## config.mk

```make
export PLATFORM = sky130hd
export DESIGN_NAME = bdll_node_mem
export DESIGN_NICKNAME = d
export VERILOG_FILES = /design/src/rtl/assert_macros.svh /design/src/rtl/bdll_node_mem.sv
export SDC_FILE = /design/constraint.sdc
export NUM_CORES = 1
export LEC_CHECK = 0
export BUFFER_PORTS_ARGS = -buffer_cell sky130_fd_sc_hd__buf_2
export CORE_ASPECT_RATIO = 1.2
export CORE_UTILIZATION = 66
export DETAILED_ROUTE_END_ITERATION = 16
export MAX_ROUTING_LAYER = met4
export PLACE_DENSITY = 0.82
export REMOVE_ABC_BUFFERS = 1
export SYNTH_ARGS = -nofsm -noshare
export SYNTH_HDL_FRONTEND = slang
export SYNTH_SLANG_ARGS = --single-unit
```

## constraint.sdc

```tcl
create_clock -name clk_i -period 7 [get_ports clk_i]
set_clock_uncertainty 0.15 [all_clocks]
set_input_delay 1.4 -clock clk_i [delete_from_list [all_inputs] [get_ports clk_i]]
set_output_delay 1.4 -clock clk_i [all_outputs]
set_load 0.01 [all_outputs]
```

## src/rtl/assert_macros.svh

```systemverilog
// Assertion helpers shared by the RTL. Define NO_ASSERTIONS to drop them.
`ifndef ASSERT_MACROS_SVH
`define ASSERT_MACROS_SVH
`ifndef NO_ASSERTIONS
// Checked on every clock edge outside reset.
`define BDLL_ASSERT(lbl, prop) \
  lbl: assert property (@(posedge clk_i) disable iff (!rst_ni) (prop)) \
    else $error("assertion failed");
// Checked on every clock edge, reset included.
`define BDLL_ASSERT_ALWAYS(lbl, prop) \
  lbl: assert property (@(posedge clk_i) (prop)) else $error("assertion failed");
`else
`define BDLL_ASSERT(lbl, prop)
`define BDLL_ASSERT_ALWAYS(lbl, prop)
`endif
`endif

```

## src/rtl/bdll_node_mem.sv

```systemverilog
`timescale 1ns / 1ps
`default_nettype none

// Node RAM, one write and one read port, registered read.
// A read of the address written in the same cycle returns the new word.
module bdll_node_mem #(
  parameter int  DEPTH  = 1024,
  parameter type word_t = logic
) (
  input  logic                     clk_i,
  input  logic                     we_i,
  input  logic [$clog2(DEPTH)-1:0] waddr_i,
  input  word_t                    wdata_i,
  input  logic                     re_i,
  input  logic [$clog2(DEPTH)-1:0] raddr_i,
  output word_t                    rdata_o
);

  word_t mem_q [DEPTH];
  word_t rdata_q;

  always_ff @(posedge clk_i) begin
    if (we_i) begin
      mem_q[waddr_i] <= wdata_i;
    end
  end

  always_ff @(posedge clk_i) begin
    if (re_i) begin
      if (we_i && (waddr_i == raddr_i)) begin
        rdata_q <= wdata_i;
      end else begin
        rdata_q <= mem_q[raddr_i];
      end
    end
  end

  assign rdata_o = rdata_q;

endmodule

`default_nettype wire
```

==> results.md, run 1 <==
- Outcome: completed
- Flop pwr share: 54.2%
- R2R Setup Slk: 3.73 ns
- Core Box Area: 67000 um^2
- Ys async rst share: 0%
- # fillers: 3862
- Total Neg Setup Slack: 0 ns
- Fraction of layout cells with a size suffix above 1: 16.4%
- Routed Antenna Nets: 0
- Crit path capture type: flop
- Least-Margin Pin Slew: 1.34 ns
- Hold wc startpoint: re_i
- Mux cell area share after synthesis: 13.2%
- Initial Util: 66.5%
- Ports: 25
- RSZ-0062 raised after global routing: no
- Synthesized flop and latch total: 1025
- Yosys top cell area share: 69.0%
- H-Tree Depth: 3
- First-pass GRT wire length: 178 mm
- EDFF count, synth: 1025
- Combinational share of power: 5.3%
- CP Data Required Time: 7.25 ns
- Final WL: 123 mm
- Clk slew on worst S/H paths: 0.06 ns
- XOR/XNOR Fraction of Synth Area: 0.196%
- DP HPWL: 64.8 mm
- Initial antenna violation count: 2
- Post-CTS sizing: 0
- Crit path max fanout: 28
- Synth area leaders: edfxtp_1, mux4_2, nor2_1
- Static Leak: 0.0141 uW
- Maximum clock frequency: 208 MHz
- Clock tree buffer depth: 3
- Root Driver: clkbuf_16
- Drt drc: 0
- Setup violations, final: 0
- Adder-cell share of the synthesized area: 0%
- Critical path data arrival time: 5.06 ns
- Critical path class: in2reg
- Synth area leader: edfxtp_1
- Placed cells: 3762
- Total CTS buffers: 93
- Fin util: 71.9%
- Placer Congestion: 0.906
- Worst VDD drop: 217 uV
- Clock Sink Count: 1025
- Die area: 68600 um^2
- Fin crit share: 68.6%
- Commonest cells post-synth: nor2_1, edfxtp_1, mux4_2, clkbuf_1, nand2_1
- Clk pwr share: 40.5%
- Vias in the first global route: 27906
- Drt pass-1 iters: 6
- Drt wl/cell: 31.3 um
- Clock Latency Late Sink: 0.66 ns
- Largest family of logic cells by synthesized area: multiplexers
- Sw frac: 21.6%
- Synth Flop Type: edfxtp_1
- Post-synthesis cell count: 3094
- Switching power: 2690 uW
- Initial DRC count: 4886
- Crit path top cell by count: buf_4
- Vias per cell: 7.11
- Synth Area in Simple Gates: 11.5%
- Worst r2r src: mem_q[855]$_DFFE_PP_
- Critical Path, Cell by Cell: buf_4, buf_4, and2_1, a221oi_1, o21a_1, nor4b_1, o2111ai_1, a21oi_1, a211oi_1, a211o_1
- IO Port Bufs: 24
- Sequential cell area fraction in the yosys report: 69.0%
- CP startpoint kind: input pin
- WHS: 0.878 ns
- Netlist Area Pre-Place: 44600 um^2
- Hold Path End: rdata_o$_DFFE_PP_
- Hold Crit Depth: 1
- Synthesis Warnings: 0
- Hold WC Path Type: in2reg
- Avg Synthesized Cell Area: 14.4 um^2
- Min cycle time layout: 4.80 ns
- Slowest stage delay, CP: 0.69 ns
- Max-cap violations: 0
- Power per cell area: 259 nW/um^2
- Layout area overhead: 8.07%
- CP max stage cell: nor4b_1
- Non-filler cells, final: 3939
- NumNets Final: 2980
- RR Endpoint: rdata_o$_DFFE_PP_
- Count of cell types in the netlist: 57
- Top Family by Delay on Critical Path: compound AO/OA/AOI/OAI gates
- Final Hold Fails: 0
- Largest net degree at the start of global routing: 269
- Die W: 239 um
- Pins over their slew limit: 0
- Count leader, synth: nor2_1
- Slew HR: 10.4%
- Internal power component: 9770 uW
- Post-CTS setup buffers: 0
- Synth Area in Compound Gates: 2.91%
- GRT Overall Usage: 37.6%
- Via count: 28005
- CP bufs+invs: 2
- Die height: 287 um
- Rows: 104
- Remaining Overflow, GRT: 0
- Hold_buf cts: 0
- CTS tree: built
- R2r worst-path depth: 8
## kinds of logic after synthesis
logic type	count (synthesis)
AO/OA/AOI/OAI	179
multiplexers	295
AND/OR/NAND/NOR	1266
XOR/XNOR	10
buffers and inverters	319
flip-flops	1025
## metrics by stage
step	total power [uW]	worst slack (ns)	area, um^2
floorplan	7170	3.11	43200
global placement	7510	1.66	45200
detailed placement	7520	1.64	45200
CTS	12400	2.26	48200
global route	12700	2.12	48200
finish	12500	2.20	48200
## layout by cell type (no fill, tap or decap), drive strengths merged, types with 9 or more instances in the layout
master  instances
edfxtp       1025
a22o            9
a221oi         16
buf            80
nand3          41
a211oi         12
o21ai          15
mux2i          53
o22ai          19
nand2b          9
inv             9
nor2         1037
nand4           9
nor2b          21
nor4           12
clkinv         40
xnor2          10
a21oi          21
mux4          234
nor3           20
a22oi          54
clkbuf        117
nand2          74
## power by group through the flow
stage | sequential [uW] | clock [uW] | combinational [uW]
floorplan | 6890 | 0 | 278
global placement | 6890 | 0 | 618
detailed placement | 6890 | 0 | 634
CTS | 6760 | 5040 | 639
global route | 6750 | 5240 | 678
finish | 6760 | 5050 | 659
## sequential cells by signal, summed over array words and instances (netlist names)
name / flops
rdata_o: 1
mem_q: 1024
## area by class of cell
cell class                 instances  area (um^2)  area share, %
sequential                      1025        30800           63.9
multi-input combinational       1750        12600           26.2
clock buffer                     117         2480           5.15
tap                              901         1130           2.34
timing repair buffer              80          661           1.37
clock inverter                    56          487           1.01
inverter                           6         22.5         0.0467
antenna                            4         10.0         0.0208
## how the worst max path moves through the flow
stage          depth (start not counted)                 to  startpoint
2_1_floorplan                          8  rdata_o$_DFFE_PP_  raddr_i[4]
3_3_place_gp                          10  rdata_o$_DFFE_PP_  raddr_i[0]
3_5_place_dp                          10  rdata_o$_DFFE_PP_  raddr_i[0]
4_1_cts                               10  rdata_o$_DFFE_PP_  raddr_i[0]
6_report                              10  rdata_o$_DFFE_PP_  raddr_i[2]
5_1_grt                               10  rdata_o$_DFFE_PP_  raddr_i[0]
## worst reg2reg max path: stages (launching register included)
cell and delay, ns:
edfxtp_1 0.38, mux4_2 0.48, a22o_1 0.24, a221oi_1 0.27, o22ai_1 0.15, nor4_1 0.76, nor2_1 0.19, o211a_1 0.17
a211o_1 0.23
## per-layer routing
metal	share of wire (%)	track usage (%)	wire length, um	vias to the layer above
li1	-	-	-	11136
met1	31	45.5	37700	13784
met2	46	56.7	57200	2427
met3	15	9.55	18500	658
met4	8.0	24.1	9820	0
met5	0	-	0	-
Note: power is estimated with default switching activity, not from simulation.
==> run 2, diff against run 1 <==
--- a/config.mk
+++ b/config.mk
@@ -7,10 +7,10 @@
 export LEC_CHECK = 0
 export BUFFER_PORTS_ARGS = -buffer_cell sky130_fd_sc_hd__buf_2
 export CORE_ASPECT_RATIO = 1.2
-export CORE_UTILIZATION = 66
+export CORE_UTILIZATION = 57
 export DETAILED_ROUTE_END_ITERATION = 16
 export MAX_ROUTING_LAYER = met4
-export PLACE_DENSITY = 0.82
+export PLACE_DENSITY = 0.76
 export REMOVE_ABC_BUFFERS = 1
 export SYNTH_ARGS = -nofsm -noshare
 export SYNTH_HDL_FRONTEND = slang
==> constraint.sdc (replaced) <==
create_clock -name clk_i -period 4.4 [get_ports clk_i]
set_clock_uncertainty 0.15 [all_clocks]
set_input_delay 0.88 -clock clk_i [delete_from_list [all_inputs] [get_ports clk_i]]
set_output_delay 0.88 -clock clk_i [all_outputs]
set_load 0.01 [all_outputs]
==> run 2 against run 1 <==
Compared with the run above:
- largest cell class unchanged
- total power grew 58%
- largest power group unchanged
- flip-flop and latch count did not move
- die area grew 16%
- non-clock buffer count up 105
- hold slack got worse by 0.54 ns
==> results.md, run 2 (synthesized netlist as in run 1, its figures left out) <==
- Outcome: completed
- Pins over their slew limit: 0 (unchanged)
- Ports: 25 (unchanged)
- R2r worst-path depth: 8 (unchanged)
- Via count: 27770 (-0.84%)
- Clock Sink Count: 1025 (unchanged)
- Placer Congestion: 0.919 (+1.4%)
- Layout area overhead: 10.3%
- Crit path max fanout: 55 (+96%)
- Root Driver: clkbuf_16
- DP HPWL: 67.6 mm (+4.4%)
- CTS tree: built
- Setup violations, final: 0 (unchanged)
- Least-Margin Pin Slew: 1.38 ns (+0.0315 ns)
- NumNets Final: 3086 (+3.6%)
- Drt drc: 0 (unchanged)
- Max-cap violations: 0 (unchanged)
- Largest net degree at the start of global routing: 252 (-6.3%)
- Total CTS buffers: 94 (+1.1%)
- Drt pass-1 iters: 6 (unchanged)
- Max reg flops: 1024 (unchanged)
- Fraction of layout cells with a size suffix above 1: 19.2% (+2.8 points)
- Placed cells: 3992 (+6.1%)
- Vias in the first global route: 27611 (-1.1%)
- Post-CTS sizing: 0 (unchanged)
- RSZ-0062 raised after global routing: no
- Rows: 112 (+7.7%)
- Initial Util: 57.4% (-9.1 points)
- Clk slew on worst S/H paths: 0.06 ns (about the same)
- Worst r2r src: mem_q[1004]$_DFFE_PP_
- Post-CTS setup buffers: 0 (unchanged)
- Total Neg Setup Slack: 0 ns (unchanged)
- Final Hold Fails: 0 (unchanged)
- Critical path data arrival time: 3.85 ns (-1.21 ns)
- Total power: 19700 uW (+58%)
- Non-filler cells, final: 4170 (+5.9%)
- Die W: 257 um (+7.5%)
- Hold wc startpoint: re_i
- Remaining Overflow, GRT: 0 (unchanged)
- CP startpoint kind: input pin
- Static Leak: 0.0146 uW (+3.8%)
- Clock Latency Late Sink: 0.68 ns (+0.02 ns)
- Crit path from: raddr_i[1]
- Die area: 79400 um^2 (+16%)
- Fin crit share: 81.3%
- Initial antenna violation count: 3 (+1)
- PnR worst setup slack: 0.823 ns (-1.37 ns)
- Hold WC Path Type: in2reg
- Hold Crit Depth: 1 (unchanged)
- Final WL: 121 mm (-1.7%)
- Min cycle time layout: 3.58 ns
- Critical path class: in2reg
- Core Box Area: 77600 um^2 (+16%)
- Worst VDD drop: 303 uV (+40%)
- Crit path capture type: flop
- CP Data Required Time: 4.68 ns (-2.57 ns)
- Vias per cell: 6.66 (-6.3%)
- Slew HR: 7.61% (-2.8 points)
- Biggest register: mem_q
- Maximum clock frequency: 280 MHz
- Initial DRC count: 4577 (-6.3%)
- GRT Overall Usage: 31.7% (-5.8 points)
- IO Port Bufs: 24 (unchanged)
- Hold_buf cts: 0 (unchanged)
- Power per cell area: 401 nW/um^2 (+55%)
- Routed Antenna Nets: 0 (unchanged)
- Most frequent cells in the layout: nor2_1, edfxtp_1, mux4_2
- Drt wl/cell: 29.0 um (-7.1%)
- First-pass GRT wire length: 177 mm (-0.66%)
- Leading cell type in the layout, fill and taps excluded: nor2_1
- Clock tree buffer depth: 3 (unchanged)
- Place WS: 0.188 ns (-1.45 ns)
- H-Tree Depth: 3 (unchanged)
- Die height: 308 um (+7.6%)
run 2: changes by cell type in the layout (fill, tap and decap cells not counted), moves of 2 or more:
cell | before | now
nand3_4 | 8 | 0
buf_4 | 50 | 140
clkinv_8 | 1 | 3
clkbuf_1 | 21 | 24
clkinvlp_4 | 5 | 2
buf_12 | 7 | 22
clkinv_1 | 23 | 19
clkinv_2 | 16 | 22
nand3_2 | 16 | 24
clkbuf_16 | 96 | 94
bufinv_16 | 8 | 5
run 2: per-stage QoR:
step                      util, %  area, um^2  hold slack, ns
after floorplan                 -       43200           0.829
after global placement       59.6       46300           0.995
after detailed placement     59.6       46300            1.00
after CTS                    63.3       49200           0.309
after global routing         63.3       49200           0.331
final                        63.4       49200           0.336
run 2: final timing paths:
kind | slack [ns] | end
hold reg to reg | 1.26 | rdata_o$_DFFE_PP_
setup / recovery | 0.82 | rdata_o$_DFFE_PP_
hold / removal | 0.34 | rdata_o$_DFFE_PP_
setup reg to reg | 1.38 | rdata_o$_DFFE_PP_
run 2: where the power goes:
group / switching (uW) / total, uW / internal (uW) / leakage [uW]
Combinational: 725 / 1120 / 398 / 0.00395
Sequential: 2.94 / 10700 / 10700 / 0.00921
Clock: 3580 / 7830 / 4250 / 0.00142
Total: 4310 / 19700 / 15400 / 0.0146
run 2: worst max-delay path: stages:
cell	delay [ns]
buf_8	0.49
buf_4	0.36
mux4_2	0.35
o21a_1	0.21
nor4b_1	0.52
o2111ai_1	0.20
a21oi_1	0.38
a211oi_1	0.11
a211o_1	0.30
run 2: per-layer routing:
| metal | track usage, % | routed length [um] | vias to the layer above |
|---|---|---|---|
| met4 | 18.1 | 7620 | 0 |
| li1 | - | - | 11335 |
| met5 | - | 0 | - |
| met1 | 39.3 | 39900 | 13886 |
| met2 | 49.8 | 58200 | 2099 |
| met3 | 5.65 | 15400 | 450 |
run 2: final cells by class:
cell class / instances / area [um^2]
inverters: 6 / 22.5
clock inverters: 56 / 453
fillers: 5387 / 28500
repair buffers: 185 / 1640
multi-input cells: 1750 / 12600
clock buffers: 118 / 2440
diodes: 4 / 10.0
flip-flops and latches: 1025 / 30800
well taps: 1026 / 1280
